### config.mk
export PLATFORM = sky130hd
export DESIGN_NAME = doubly_linked_list_engine
export DESIGN_NICKNAME = d
export VERILOG_FILES = /design/src/dlle_pkg.sv /design/src/dlle_link_store.sv /design/src/doubly_linked_list_engine.sv
export SDC_FILE = /design/constraint.sdc
export NUM_CORES = 1
export LEC_CHECK = 0
export ABC_AREA = 1
export BUFFER_PORTS_ARGS = -buffer_cell sky130_fd_sc_hd__buf_2
export CORE_ASPECT_RATIO = 0.9
export CORE_MARGIN = 2
export CORE_UTILIZATION = 50
export CTS_BUF_LIST = sky130_fd_sc_hd__clkbuf_8
export CTS_CLUSTER_DIAMETER = 100
export DETAILED_ROUTE_END_ITERATION = 12
export HOLD_SLACK_MARGIN = 0.1
export MAX_ROUTING_LAYER = met4
export PLACE_DENSITY_LB_ADDON = 0.08
export SETUP_SLACK_MARGIN = 0.1
export SYNTH_ARGS = -nofsm -noshare
export SYNTH_HDL_FRONTEND = slang
export SYNTH_SLANG_ARGS = --single-unit
### constraint.sdc
create_clock -name aclk -period 6.9 [get_ports aclk]
set_clock_uncertainty 0.05 [all_clocks]
set_input_delay 0.345 -clock aclk [delete_from_list [all_inputs] [get_ports aclk]]
set_output_delay 0.345 -clock aclk [all_outputs]
set_load 0.02 [all_outputs]
### src/dlle_pkg.sv
package dlle_pkg;

    localparam int REQ_W    = 3;
    localparam int NODE_W   = 6;
    localparam int SIZE_W   = 7;
    localparam int STATUS_W = 2;

    localparam logic [REQ_W-1:0] REQ_PUSH_BACK  = 3'd0;
    localparam logic [REQ_W-1:0] REQ_PUSH_FRONT = 3'd1;
    localparam logic [REQ_W-1:0] REQ_POP_BACK   = 3'd2;
    localparam logic [REQ_W-1:0] REQ_POP_FRONT  = 3'd3;
    localparam logic [REQ_W-1:0] REQ_UNLINK     = 3'd4;
    localparam logic [REQ_W-1:0] REQ_QUERY      = 3'd5;

    localparam logic [STATUS_W-1:0] STATUS_OK         = 2'd0;
    localparam logic [STATUS_W-1:0] STATUS_ALREADY    = 2'd1;
    localparam logic [STATUS_W-1:0] STATUS_NOT_LINKED = 2'd2;
    localparam logic [STATUS_W-1:0] STATUS_EMPTY      = 2'd3;

    typedef struct packed {
        logic [STATUS_W-1:0] status;
        logic                node_linked;
        logic [SIZE_W-1:0]   list_size;
        logic                list_empty;
        logic [NODE_W-1:0]   back_node;
        logic [NODE_W-1:0]   front_node;
    } resp_t;

endpackage

### src/dlle_link_store.sv
module dlle_link_store #(
    parameter int NUM_NODES = 64,
    parameter int AW = 6,
    parameter int DW = 7
) (
    input  logic          aclk,
    input  logic          aresetn,
    input  logic          rd_en,
    input  logic [AW-1:0] prev_rd_addr,
    input  logic [AW-1:0] next_rd_addr,
    output logic [DW-1:0] prev_rd_data,
    output logic [DW-1:0] next_rd_data,
    input  logic          prev_wr_en,
    input  logic [AW-1:0] prev_wr_addr,
    input  logic [DW-1:0] prev_wr_data,
    input  logic          next_wr_en,
    input  logic [AW-1:0] next_wr_addr,
    input  logic [DW-1:0] next_wr_data,
    output logic          init_done
);

    localparam logic [AW-1:0] LAST_ADDR = AW'(NUM_NODES - 1);

    logic [DW-1:0] prev_mem [NUM_NODES];
    logic [DW-1:0] next_mem [NUM_NODES];

    logic [AW-1:0] clr_cnt_reg;
    logic [AW-1:0] clr_cnt_next;
    logic          init_done_reg;
    logic          init_done_next;

    logic          prev_we;
    logic [AW-1:0] prev_wa;
    logic [DW-1:0] prev_wd;
    logic          next_we;
    logic [AW-1:0] next_wa;
    logic [DW-1:0] next_wd;

    // Until the sweep is over, every slot is written to point to itself.
    always_comb begin
        clr_cnt_next   = clr_cnt_reg;
        init_done_next = init_done_reg;
        if (!init_done_reg) begin
            clr_cnt_next = clr_cnt_reg + AW'(1);
            if (clr_cnt_reg == LAST_ADDR) begin
                init_done_next = 1'b1;
            end
        end
    end

    always_comb begin
        if (!init_done_reg) begin
            prev_we = 1'b1;
            prev_wa = clr_cnt_reg;
            prev_wd = DW'(clr_cnt_reg);
            next_we = 1'b1;
            next_wa = clr_cnt_reg;
            next_wd = DW'(clr_cnt_reg);
        end else begin
            prev_we = prev_wr_en;
            prev_wa = prev_wr_addr;
            prev_wd = prev_wr_data;
            next_we = next_wr_en;
            next_wa = next_wr_addr;
            next_wd = next_wr_data;
        end
    end

    always_ff @(posedge aclk) begin
        if (!aresetn) begin
            clr_cnt_reg   <= '0;
            init_done_reg <= 1'b0;
        end else begin
            clr_cnt_reg   <= clr_cnt_next;
            init_done_reg <= init_done_next;
        end
    end

    always_ff @(posedge aclk) begin
        if (prev_we) begin
            prev_mem[prev_wa] <= prev_wd;
        end
        if (rd_en) begin
            prev_rd_data <= prev_mem[prev_rd_addr];
        end
    end

    always_ff @(posedge aclk) begin
        if (next_we) begin
            next_mem[next_wa] <= next_wd;
        end
        if (rd_en) begin
            next_rd_data <= next_mem[next_rd_addr];
        end
    end

    assign init_done = init_done_reg;

endmodule

### src/doubly_linked_list_engine.sv
// Circular doubly linked list over NUM_NODES node slots and a sentinel. Each request on the
// slave side (operation code in s_tuser, node slot in s_tdata) yields exactly one response
// transfer on the master side with the front, back, emptiness, size, the node's link state
// and a status. A request passes through these steps before the next one is taken: the
// synchronous read of the node's links, a step in which the node's own entries are written,
// one in which its neighbours' entries are written, and one to load the response register;
// each link memory has one read and one write port. The next request is taken while a
// response still waits on m_tready, but its own response then waits until that transfer.
// After reset the link memories are swept over all NUM_NODES slots, during which s_tready
// stays low.
module doubly_linked_list_engine
    import dlle_pkg::*;
#(
    parameter int NUM_NODES = 64
) (
    input  logic        aclk,
    input  logic        aresetn,
    input  logic        s_tvalid,
    output logic        s_tready,
    input  logic [7:0]  s_tdata,   // node_id[5:0], zero padding
    input  logic [2:0]  s_tuser,   // req_type[2:0]
    output logic        m_tvalid,
    input  logic        m_tready,
    output logic [23:0] m_tdata    // front_node, back_node, list_empty, list_size,
                                   // node_linked, status, zero padding
);

    localparam int NW = $clog2(NUM_NODES);
    localparam int SW = $clog2(NUM_NODES + 1);
    localparam logic [SW-1:0] SENT = SW'(NUM_NODES);

    localparam logic [1:0] ST_IDLE  = 2'd0;
    localparam logic [1:0] ST_LINK  = 2'd1;
    localparam logic [1:0] ST_NEIGH = 2'd2;
    localparam logic [1:0] ST_RESP  = 2'd3;

    logic [1:0] state_reg;
    logic [1:0] state_next;

    logic [SW-1:0] head_reg;
    logic [SW-1:0] head_next;
    logic [SW-1:0] tail_reg;
    logic [SW-1:0] tail_next;
    logic [SW-1:0] count_reg;
    logic [SW-1:0] count_next;

    logic [REQ_W-1:0]  req_reg;
    logic [NODE_W-1:0] node_reg;
    logic [NW-1:0]     node_addr_reg;
    logic              in_range_reg;

    logic              w2_reg;
    logic [SW-1:0]     x_reg;
    logic [SW-1:0]     vx_reg;
    logic [SW-1:0]     y_reg;
    logic [SW-1:0]     vy_reg;
    logic              inc_reg;
    logic              dec_reg;
    logic [STATUS_W-1:0] status_reg;
    logic              linked_reg;

    logic  m_tvalid_reg;
    logic  m_tvalid_next;
    resp_t resp_reg;

    logic          init_done;
    logic          accept;
    logic          list_empty;
    logic [NODE_W-1:0] node_in;
    logic [REQ_W-1:0]  req_in;
    logic          in_range_in;
    logic [NW-1:0] node_addr_in;
    logic [NW-1:0] prev_ra;
    logic [NW-1:0] next_ra;
    logic [SW-1:0] prev_q;
    logic [SW-1:0] next_q;

    logic          prev_we;
    logic [NW-1:0] prev_wa;
    logic [SW-1:0] prev_wd;
    logic          next_we;
    logic [NW-1:0] next_wa;
    logic [SW-1:0] next_wd;

    logic [SW-1:0] node_slot;
    logic          prev_linked;
    logic          next_linked;
    logic          w1_c;
    logic [NW-1:0] w1_addr_c;
    logic [SW-1:0] w1_prev_c;
    logic [SW-1:0] w1_next_c;
    logic          w2_c;
    logic [SW-1:0] x_c;
    logic [SW-1:0] vx_c;
    logic [SW-1:0] y_c;
    logic [SW-1:0] vy_c;
    logic          inc_c;
    logic          dec_c;
    logic [STATUS_W-1:0] status_c;
    logic          linked_c;

    assign node_in      = s_tdata[NODE_W-1:0];
    assign req_in       = s_tuser;
    assign s_tready     = (state_reg == ST_IDLE) && init_done;
    assign accept       = s_tvalid && s_tready;
    assign list_empty   = (head_reg == SENT);
    assign in_range_in  = (32'(node_in) < NUM_NODES);
    assign node_addr_in = in_range_in ? NW'(node_in) : '0;

    always_comb begin
        prev_ra = node_addr_in;
        next_ra = node_addr_in;
        if (req_in == REQ_POP_BACK && !list_empty) begin
            prev_ra = NW'(tail_reg);
        end
        if (req_in == REQ_POP_FRONT && !list_empty) begin
            next_ra = NW'(head_reg);
        end
    end

    dlle_link_store #(
        .NUM_NODES (NUM_NODES),
        .AW        (NW),
        .DW        (SW)
    ) u_store (
        .aclk         (aclk),
        .aresetn      (aresetn),
        .rd_en        (accept),
        .prev_rd_addr (prev_ra),
        .next_rd_addr (next_ra),
        .prev_rd_data (prev_q),
        .next_rd_data (next_q),
        .prev_wr_en   (prev_we),
        .prev_wr_addr (prev_wa),
        .prev_wr_data (prev_wd),
        .next_wr_en   (next_we),
        .next_wr_addr (next_wa),
        .next_wr_data (next_wd),
        .init_done    (init_done)
    );

    // A slot is linked when its links do not point back to itself.
    assign node_slot   = SW'(node_reg);
    assign prev_linked = in_range_reg && (prev_q != node_slot);
    assign next_linked = in_range_reg && (next_q != node_slot);

    always_comb begin
        status_c  = STATUS_OK;
        linked_c  = 1'b0;
        w1_c      = 1'b0;
        w1_addr_c = node_addr_reg;
        w1_prev_c = node_slot;
        w1_next_c = node_slot;
        w2_c      = 1'b0;
        x_c       = SENT;
        vx_c      = SENT;
        y_c       = SENT;
        vy_c      = SENT;
        inc_c     = 1'b0;
        dec_c     = 1'b0;
        unique case (req_reg)
            REQ_PUSH_BACK, REQ_PUSH_FRONT: begin
                linked_c = in_range_reg;
                if (!in_range_reg) begin
                    status_c = STATUS_NOT_LINKED;
                end else if (prev_linked) begin
                    status_c = STATUS_ALREADY;
                end else begin
                    w1_c  = 1'b1;
                    w2_c  = 1'b1;
                    inc_c = 1'b1;
                    vx_c  = node_slot;
                    vy_c  = node_slot;
                    if (req_reg == REQ_PUSH_BACK) begin
                        w1_prev_c = tail_reg;
                        w1_next_c = SENT;
                        x_c       = tail_reg;
                        y_c       = SENT;
                    end else begin
                        w1_prev_c = SENT;
                        w1_next_c = head_reg;
                        x_c       = SENT;
                        y_c       = head_reg;
                    end
                end
            end
            REQ_POP_BACK: begin
                if (list_empty) begin
                    status_c = STATUS_EMPTY;
                    linked_c = next_linked;
                end else begin
                    linked_c  = next_linked && (node_slot != tail_reg);
                    w1_c      = 1'b1;
                    w1_addr_c = NW'(tail_reg);
                    w1_prev_c = tail_reg;
                    w1_next_c = tail_reg;
                    w2_c      = 1'b1;
                    dec_c     = 1'b1;
                    x_c       = prev_q;
                    vx_c      = SENT;
                    y_c       = SENT;
                    vy_c      = prev_q;
                end
            end
            REQ_POP_FRONT: begin
                if (list_empty) begin
                    status_c = STATUS_EMPTY;
                    linked_c = prev_linked;
                end else begin
                    linked_c  = prev_linked && (node_slot != head_reg);
                    w1_c      = 1'b1;
                    w1_addr_c = NW'(head_reg);
                    w1_prev_c = head_reg;
                    w1_next_c = head_reg;
                    w2_c      = 1'b1;
                    dec_c     = 1'b1;
                    x_c       = SENT;
                    vx_c      = next_q;
                    y_c       = next_q;
                    vy_c      = SENT;
                end
            end
            REQ_UNLINK: begin
                if (!prev_linked) begin
                    status_c = STATUS_NOT_LINKED;
                end else begin
                    w1_c  = 1'b1;
                    w2_c  = 1'b1;
                    dec_c = 1'b1;
                    x_c   = prev_q;
                    vx_c  = next_q;
                    y_c   = next_q;
                    vy_c  = prev_q;
                end
            end
            default: begin
                linked_c = prev_linked;
            end
        endcase
    end

    // The sentinel's links live in head_reg and tail_reg rather than in the memories.
    always_comb begin
        prev_we = 1'b0;
        prev_wa = w1_addr_c;
        prev_wd = w1_prev_c;
        next_we = 1'b0;
        next_wa = w1_addr_c;
        next_wd = w1_next_c;
        head_next  = head_reg;
        tail_next  = tail_reg;
        count_next = count_reg;
        if (state_reg == ST_LINK) begin
            prev_we = w1_c;
            next_we = w1_c;
        end else if (state_reg == ST_NEIGH && w2_reg) begin
            prev_wa = NW'(y_reg);
            prev_wd = vy_reg;
            next_wa = NW'(x_reg);
            next_wd = vx_reg;
            if (x_reg == SENT) begin
                head_next = vx_reg;
            end else begin
                next_we = 1'b1;
            end
            if (y_reg == SENT) begin
                tail_next = vy_reg;
            end else begin
                prev_we = 1'b1;
            end
            if (inc_reg) begin
                count_next = count_reg + SW'(1);
            end else if (dec_reg) begin
                count_next = count_reg - SW'(1);
            end
        end
    end

    always_comb begin
        state_next    = state_reg;
        m_tvalid_next = m_tvalid_reg;
        if (m_tvalid_reg && m_tready) begin
            m_tvalid_next = 1'b0;
        end
        unique case (state_reg)
            ST_IDLE: begin
                if (accept) begin
                    state_next = ST_LINK;
                end
            end
            ST_LINK: begin
                state_next = ST_NEIGH;
            end
            ST_NEIGH: begin
                state_next = ST_RESP;
            end
            ST_RESP: begin
                if (!m_tvalid_reg || m_tready) begin
                    state_next    = ST_IDLE;
                    m_tvalid_next = 1'b1;
                end
            end
            default: begin
                state_next = ST_IDLE;
            end
        endcase
    end

    always_ff @(posedge aclk) begin
        if (!aresetn) begin
            state_reg    <= ST_IDLE;
            head_reg     <= SENT;
            tail_reg     <= SENT;
            count_reg    <= '0;
            m_tvalid_reg <= 1'b0;
        end else begin
            state_reg    <= state_next;
            head_reg     <= head_next;
            tail_reg     <= tail_next;
            count_reg    <= count_next;
            m_tvalid_reg <= m_tvalid_next;
        end
    end

    always_ff @(posedge aclk) begin
        if (accept) begin
            req_reg       <= req_in;
            node_reg      <= node_in;
            node_addr_reg <= node_addr_in;
            in_range_reg  <= in_range_in;
        end
        if (state_reg == ST_LINK) begin
            w2_reg     <= w2_c;
            x_reg      <= x_c;
            vx_reg     <= vx_c;
            y_reg      <= y_c;
            vy_reg     <= vy_c;
            inc_reg    <= inc_c;
            dec_reg    <= dec_c;
            status_reg <= status_c;
            linked_reg <= linked_c;
        end
        if (state_reg == ST_RESP && (!m_tvalid_reg || m_tready)) begin
            resp_reg.front_node  <= list_empty ? '0 : NODE_W'(head_reg);
            resp_reg.back_node   <= list_empty ? '0 : NODE_W'(tail_reg);
            resp_reg.list_empty  <= list_empty;
            resp_reg.list_size   <= SIZE_W'(count_reg);
            resp_reg.node_linked <= linked_reg;
            resp_reg.status      <= status_reg;
        end
    end

    assign m_tvalid = m_tvalid_reg;
    assign m_tdata  = {1'b0, resp_reg};

    a_count_matches_head: assert property (@(posedge aclk) disable iff (!aresetn)
        (count_reg == '0) == (head_reg == SENT))
        else $error("Node count disagrees with the sentinel's front link.");

    a_head_tail_agree: assert property (@(posedge aclk) disable iff (!aresetn)
        (head_reg == SENT) == (tail_reg == SENT))
        else $error("Front and back links disagree on emptiness.");

    a_request_timing: assert property (@(posedge aclk) disable iff (!aresetn)
        accept |-> ##3 (state_reg == ST_RESP))
        else $error("A request did not reach the response step on time.");

    a_empty_status: assert property (@(posedge aclk) disable iff (!aresetn)
        (m_tvalid_reg && resp_reg.status == STATUS_EMPTY) |-> resp_reg.list_empty)
        else $error("An empty-list status was given for a non-empty list.");

endmodule
; After elaboration in Yosys (flattened, before gate mapping)
; Memories as Yosys holds them, arrays and structs flattened. A register that Yosys moved wholly into a read port is not among the register bits.
; Cells that the tools add are included.
[word_totals]
out_inout_bits = 26
in_bits = 15
mem_count = 2
mem_bits_rw = 896
wordCells = 140
romBits = 0
regBits = 97
latchBits = 0
[memory_table]
columns = name, depth, word_bits, rd, rd_clocked_by_memory_dff, write_ports, line
row1 = u_store.next_mem, 64, 7, 1, 1, 1, dlle_link_store.sv:25  ; logic [DW-1:0] next_mem [NUM_NODES];
row2 = u_store.prev_mem, 64, 7, 1, 1, 1, dlle_link_store.sv:24  ; logic [DW-1:0] prev_mem [NUM_NODES];
[classes]
bitwise = 1
eq_ne = 19
n_lt_le_gt_ge = 0
div = 0
addsub = 3
mul = 0
n_mux = 70
reduce_logical = 21
n_shift = 0
[ops]
columns = cell, n
row1 = $mux 7, 21
row2 = $pmux 7 s3, 6
row3 = $mux 6, 10
row4 = $mux 1, 23
row5 = $eq 7x7->1 const B, 3
row6 = $ne 6x7->1, 2
row7 = $ne 7x6->1, 2
row8 = $eq 3x2->1 const B, 4
row9 = $pmux 6 s2, 1
row10 = $logic_and 1x1->1, 9
row11 = $reduce_and 3->1, 3
row12 = $mux 2, 4
row13 = $pmux 2 s4, 1
row14 = $add 7x1->7 const B, 1
row15 = $sub 7x1->7 const B, 1
row16 = $add 6x1->6 const B, 1
row17 = $eq 6x6->1 const B, 1
row18 = $pmux 2 s3, 1
row19 = $eq 2x2->1 const B, 2
row20 = $ne 2x2->1 const B, 2
row21 = $pmux 1 s4, 1
row22 = $reduce_or 2->1, 2
row23 = $eq 3x1->1 const B, 1
row24 = $eq 3x3->1 const B, 1
row25 = 10 further kinds, 11

; Longest topological paths before layout
[logic_depth]
ltp_word = 7
depth_mapped = 18

; Modules after synthesis
; Synthesis repeated with hierarchy kept, for this count alone.
[hier_totals]
cells_unflattened = 3939
area_unflattened_um2 = 43060.0
[modules_own_cells]
columns = module, instances, seq_area_each_um2, cells_each, area_each_um2
row1 = dlle_link_store, 1, 27466.3, 3292, 37880.1
row2 = doubly_linked_list_engine, 1, 2462.4, 647, 5180.0

; Least setup slack after synthesis
; No wires, ideal clock.
[synth_timing]
path_kind = reg-to-reg
start = reg state_reg[1]
end = mem u_store.next_mem[0][2] (data pin)
period_less_slack_ps = 5781
stages_incl_launch_ff = 9
setup_slack_ps = 1119
arrival_time_ps = 5029
path_cell_list = dfxtp_1 inv_1 ha_1 nor2_1 inv_1 clkbuf_1 clkbuf_1 o21ai_0 o21ai_0
[synth_between]
elab_chain_cells = 5
[synth_rtl]
columns = element, line
row1 = start: declaration, doubly_linked_list_engine.sv:37  ; logic [1:0] state_reg;
row2 = start signal: assignment, doubly_linked_list_engine.sv:317  ; state_reg <= state_next;
row3 = $eq 2x2->1, doubly_linked_list_engine.sv:256  ; end else if (state_reg == ST_NEIGH && w2_reg) begin
row4 = $logic_and 1x1->1, doubly_linked_list_engine.sv:256
row5 = $mux 7, doubly_linked_list_engine.sv:256
row6 = $mux 7 (*), doubly_linked_list_engine.sv:253  ; if (state_reg == ST_LINK) begin
row7 = $mux 7 (*), dlle_link_store.sv:52  ; if (!init_done_reg) begin
row8 = named net u_store.next_wd[2], dlle_link_store.sv:37  ; logic [DW-1:0] next_wd;
row9 = end: declaration, dlle_link_store.sv:25
; Mark *: on every way through the listed nets, which the timed path passes. The rest lies on a longest branch.

; Final worst setup path
[layout_timing]
start = reg node_addr_reg[1]
end = mem u_store.next_mem[15][4], enable pin
[layout_between]
elab_chain_cells = 7
[layout_rtl]
columns = element, line
row1 = start: declaration, doubly_linked_list_engine.sv:49  ; logic [NW-1:0] node_addr_reg;
row2 = start signal: assignment, doubly_linked_list_engine.sv:329  ; node_addr_reg <= node_addr_in;
row3 = $ne 7x6->1 (*), -
row4 = $mux 1, -
row5 = $pmux 1 s3 (*), -
row6 = named net w1_c, doubly_linked_list_engine.sv:88  ; logic w1_c;
row7 = $mux 1 (*) (4 in series), -
; Marks and branches as above.

==> results.py <==
metrics = {
    "routing": {
        "drc": 0,
        "wirelength_mm": 120,
        "routed_via_density": 5.34,
        "ant_nets": 0,
        "drtIter0Drc": 3424,
        "vias": 31776,
        "post_drt_wl_per_cell_um": 20.2,
        "firstDrtPassIters": 5,
    },
    "clocking": {
        "ctsHtreeMaxLevel": 4,
        "cts_resized": 0,
        "cts_tree": "yes",
        "clock_tree.root_cell": "clkbuf_8",
        "clock-sinks": 1007,
        "cts-buffers-inserted": 167,
        "clk_pin_slew_ns": 0.06,
        "clockBufferDepth": 3,
        "clkLatencyLatePin_ns": 0.82,
    },
    "worst_setup_path": {
        "cp_cell_sequence": "inv_1, or2_0, nand4_1, nor2_1, nand2_1, nor2_2, buf_4, inv_1, nand3_1, nand2_1, o211ai_2, nand3_1, nor2_1",
        "path_max_fanout": 15,
        "start_kind": "register",
        "timing.rr.start": "node_addr_reg[1]$_DFFE_PP_",
        "cp.required_ns": 7.28,
        "r2r_end": "u_store.next_mem[15][4]$_DFFE_PP_",
        "arrival_ns": 5.17,
        "critPathKind": "register to register",
        "cp_slowest_cell": "nor2_1",
        "slowest_delay_ns": 0.91,
        "r2r_slack_ns": 2.11,
        "worstSetupEndpointType": "register",
        "r2r_cells": 13,
    },
    "global_route": {
        "grt_pass1_vias": 29743,
        "grt.overflow.total": 0,
        "grtUsageMet3_pct": 4.54,
        "grt_usage_pct": 26.4,
        "antenna_found_initial": 4,
        "grt_util_met2_pct": 37.6,
        "grt_pass1_wl_mm": 180,
        "met1_usage_pct": 39.0,
        "grt_start_max_net_pins": 117,
        "top_usage_layer": "met1",
    },
    "cells_and_area": {
        "layout.nets": 4668,
        "syn2layout_area_growth_pct": 9.89,
        "drive_gt1_share_pct": 7.67,
    },
    "timing": {
        "fmax_ghz": 0.209,
        "holdWs_ns": 0.253,
        "maxSlewHeadroom_pct": 16.9,
        "worst_pin_slew_ns": 1.24,
        "fin_crit_sh_pct": 69.4,
        "slew_violations": 0,
        "setup_viol": 0,
        "hold_violations": 0,
        "rsz0062_at_grt": "no",
        "post-route-min-period_ns": 4.79,
        "setup-tns-final_ns": 0,
    },
    "floorplan": {
        "dieWidth_um": 322,
        "core_um2": 89800,
        "ioPinCount": 41,
        "rows": 104,
        "start_util_pct": 50.7,
        "die_h_um": 290,
        "die_area_um2": 93400,
    },
    "hold_path": {
        "min_path_cells": 2,
        "hold_end": "req_reg[2]$_DFFE_PP_",
        "hold_class": "input port to register",
        "min_from": "s_tuser[2]",
    },
    "flow_run": {
        "drv_cap": 0,
    },
    "power": {
        "irDropWorstVdd_v": 0.000125,
        "power-per-cell-area_nw_per_um2": 253,
        "power_uw": 12700,
        "p_leak_uw": 0.0217,
    },
    "synthesis": {
        "syn_area_um2": 45500,
        "syn_area_per_cell_um2": 9.91,
        "synth_fp_nets": 4617,
        "yosysSeqAreaShare_pct": 65.8,
        "yosys_warnings": 0,
        "syn_inst": 4590,
        "ys_types": 44,
        "ys_ff_latch": 1007,
    },
    "status": {
        "outcome": "complete, no violations",
    },
    "place": {
        "portBuffers": 37,
        "dp_hpwl_mm": 69.1,
        "gp_congestion": 0.945,
    },
}
-- where the power goes --
group / total, uW / switching (uW) / internal (uW)
Clock: 4860 / 2430 / 2430
Combinational: 962 / 729 / 233
Sequential: 6850 / 40.8 / 6810
Total: 12700 / 3200 / 9470
-- layout by cell type (no fill, tap or decap), types with 6 or more instances in the layout --
master	netlist	layout
o211ai_1	7	7
o21ai_4	0	11
nand4_1	7	7
ha_1	11	11
clkinv_1	2	37
nor3_1	9	9
buf_4	7	44
inv_2	8	10
o221ai_1	6	6
nor2_1	177	176
buf_12	0	6
inv_1	913	979
dfxtp_1	31	31
clkbuf_8	0	171
nand3_2	15	15
o22ai_1	8	8
nand3_1	979	979
nand2_2	10	14
clkinv_2	0	23
a21oi_1	47	44
nor2_2	6	7
o21ai_0	62	55
dlygate4sd3_1	0	13
buf_2	125	37
nand2_1	1042	1034
edfxtp_1	976	976
-- worst max-delay path: cells and delay by family, from the launching register on --
kind / cells / cell delay [ns]
and+or+nand+nor: 9 / 2.74
DFF: 1 / 0.46
buffers and inverters: 3 / 0.86
AOI/OAI and AO/OA: 1 / 0.29
-- logic make-up (layout without fill, tap and decap cells) --
family | count (synthesis) | after routing | synth area share, %
simple gates | 2251 | 2251 | 21.7
xor+xnor | 8 | 8 | 0.154
fa+ha+maj | 12 | 12 | 0.346
flops | 1007 | 1007 | 65.8
other cells | 1 | 4 | 0.00824
buf+inv | 1141 | 1334 | 9.83
compound gates | 170 | 170 | 2.22
-- worst max path at each step --
| stage | from | end |
|---|---|---|
| global placement | head_reg[3]$_SDFFE_PN0P_ | u_store.next_rd_data[1]$_DFFE_PP_ |
| detailed placement | head_reg[3]$_SDFFE_PN0P_ | u_store.next_rd_data[1]$_DFFE_PP_ |
| CTS | head_reg[3]$_SDFFE_PN0P_ | u_store.next_rd_data[1]$_DFFE_PP_ |
| global route | head_reg[1]$_SDFFE_PN0P_ | u_store.next_rd_data[3]$_DFFE_PP_ |
| floorplan | state_reg[1]$_SDFFE_PN0P_ | u_store.next_mem[0][2]$_DFFE_PP_ |
| finish | node_addr_reg[1]$_DFFE_PP_ | u_store.next_mem[15][4]$_DFFE_PP_ |
-- cell usage after synthesis --
cell type / count / area share, %
inv_1: 913 / 7.5
o21ai_0: 62 / 0.68
xor2_1: 4 / 0.077
edfxtp_1: 976 / 64
o22ai_1: 8 / 0.11
buf_1: 34 / 0.28
nand4_1: 7 / 0.096
xnor2_1: 4 / 0.077
o31ai_1: 5 / 0.083
ha_1: 11 / 0.30
conb_1: 1 / 0.0082
and2_1: 1 / 0.014
or2_0: 1 / 0.014
nand2_2: 10 / 0.14
nor3_1: 9 / 0.099
nand3_2: 15 / 0.33
nor2_2: 6 / 0.083
o2111ai_1: 1 / 0.019
a31oi_1: 5 / 0.069
clkinv_1: 2 / 0.017
nor4_1: 3 / 0.041
o211ai_1: 7 / 0.12
dfxtp_1: 31 / 1.4
o211ai_2: 2 / 0.055
inv_2: 8 / 0.066
o21ai_2: 4 / 0.077
a21oi_2: 4 / 0.077
nor3b_1: 1 / 0.017
clkbuf_1: 51 / 0.42
o21ai_1: 6 / 0.066
o2bb2ai_1: 5 / 0.096
nor2_1: 177 / 1.5
o221ai_1: 6 / 0.12
a211oi_1: 1 / 0.017
buf_2: 125 / 1.4
fa_1: 1 / 0.044
a21oi_1: 47 / 0.52
buf_4: 7 / 0.12
o21bai_1: 3 / 0.049
buf_6: 1 / 0.025
nand2_1: 1042 / 8.6
a2111oi_0: 1 / 0.019
nand3_1: 979 / 11
a221oi_1: 3 / 0.058
-- timing repair --
action	CTS	global route
endpoints found under the hold margin	51	0
hold buffers	13	0
setup buffers	0	0
-- layer usage --
layer	wire, um	up-vias
li1	-	15174
met1	54300	15076
met2	52300	1303
met3	10800	223
met4	2740	0
met5	0	-
-- cell type report --
cell class              count  area, um2
repair buffers            100        766
flip-flops and latches   1007      29900
inverters                 923       3460
multi-input cells        2442      11300
diodes                      3       7.51
clock buffers             171       2350
fillers                  7868      39800
clock inverters           140        711
well taps                1166       1460
-- metrics by stage --
step	worst slack [ns]	utilization (%)	std cells	area, um2
2_1_floorplan	1.12	-	4590	45500
3_3_place_gp	2.25	52.1	5625	46800
3_5_place_dp	2.23	52.1	5625	46800
4_1_cts	2.23	55.7	5949	50000
5_1_grt	1.86	55.7	5952	50000
6_report	2.11	55.7	5952	50000
Note: power is estimated with default switching activity, not from simulation.
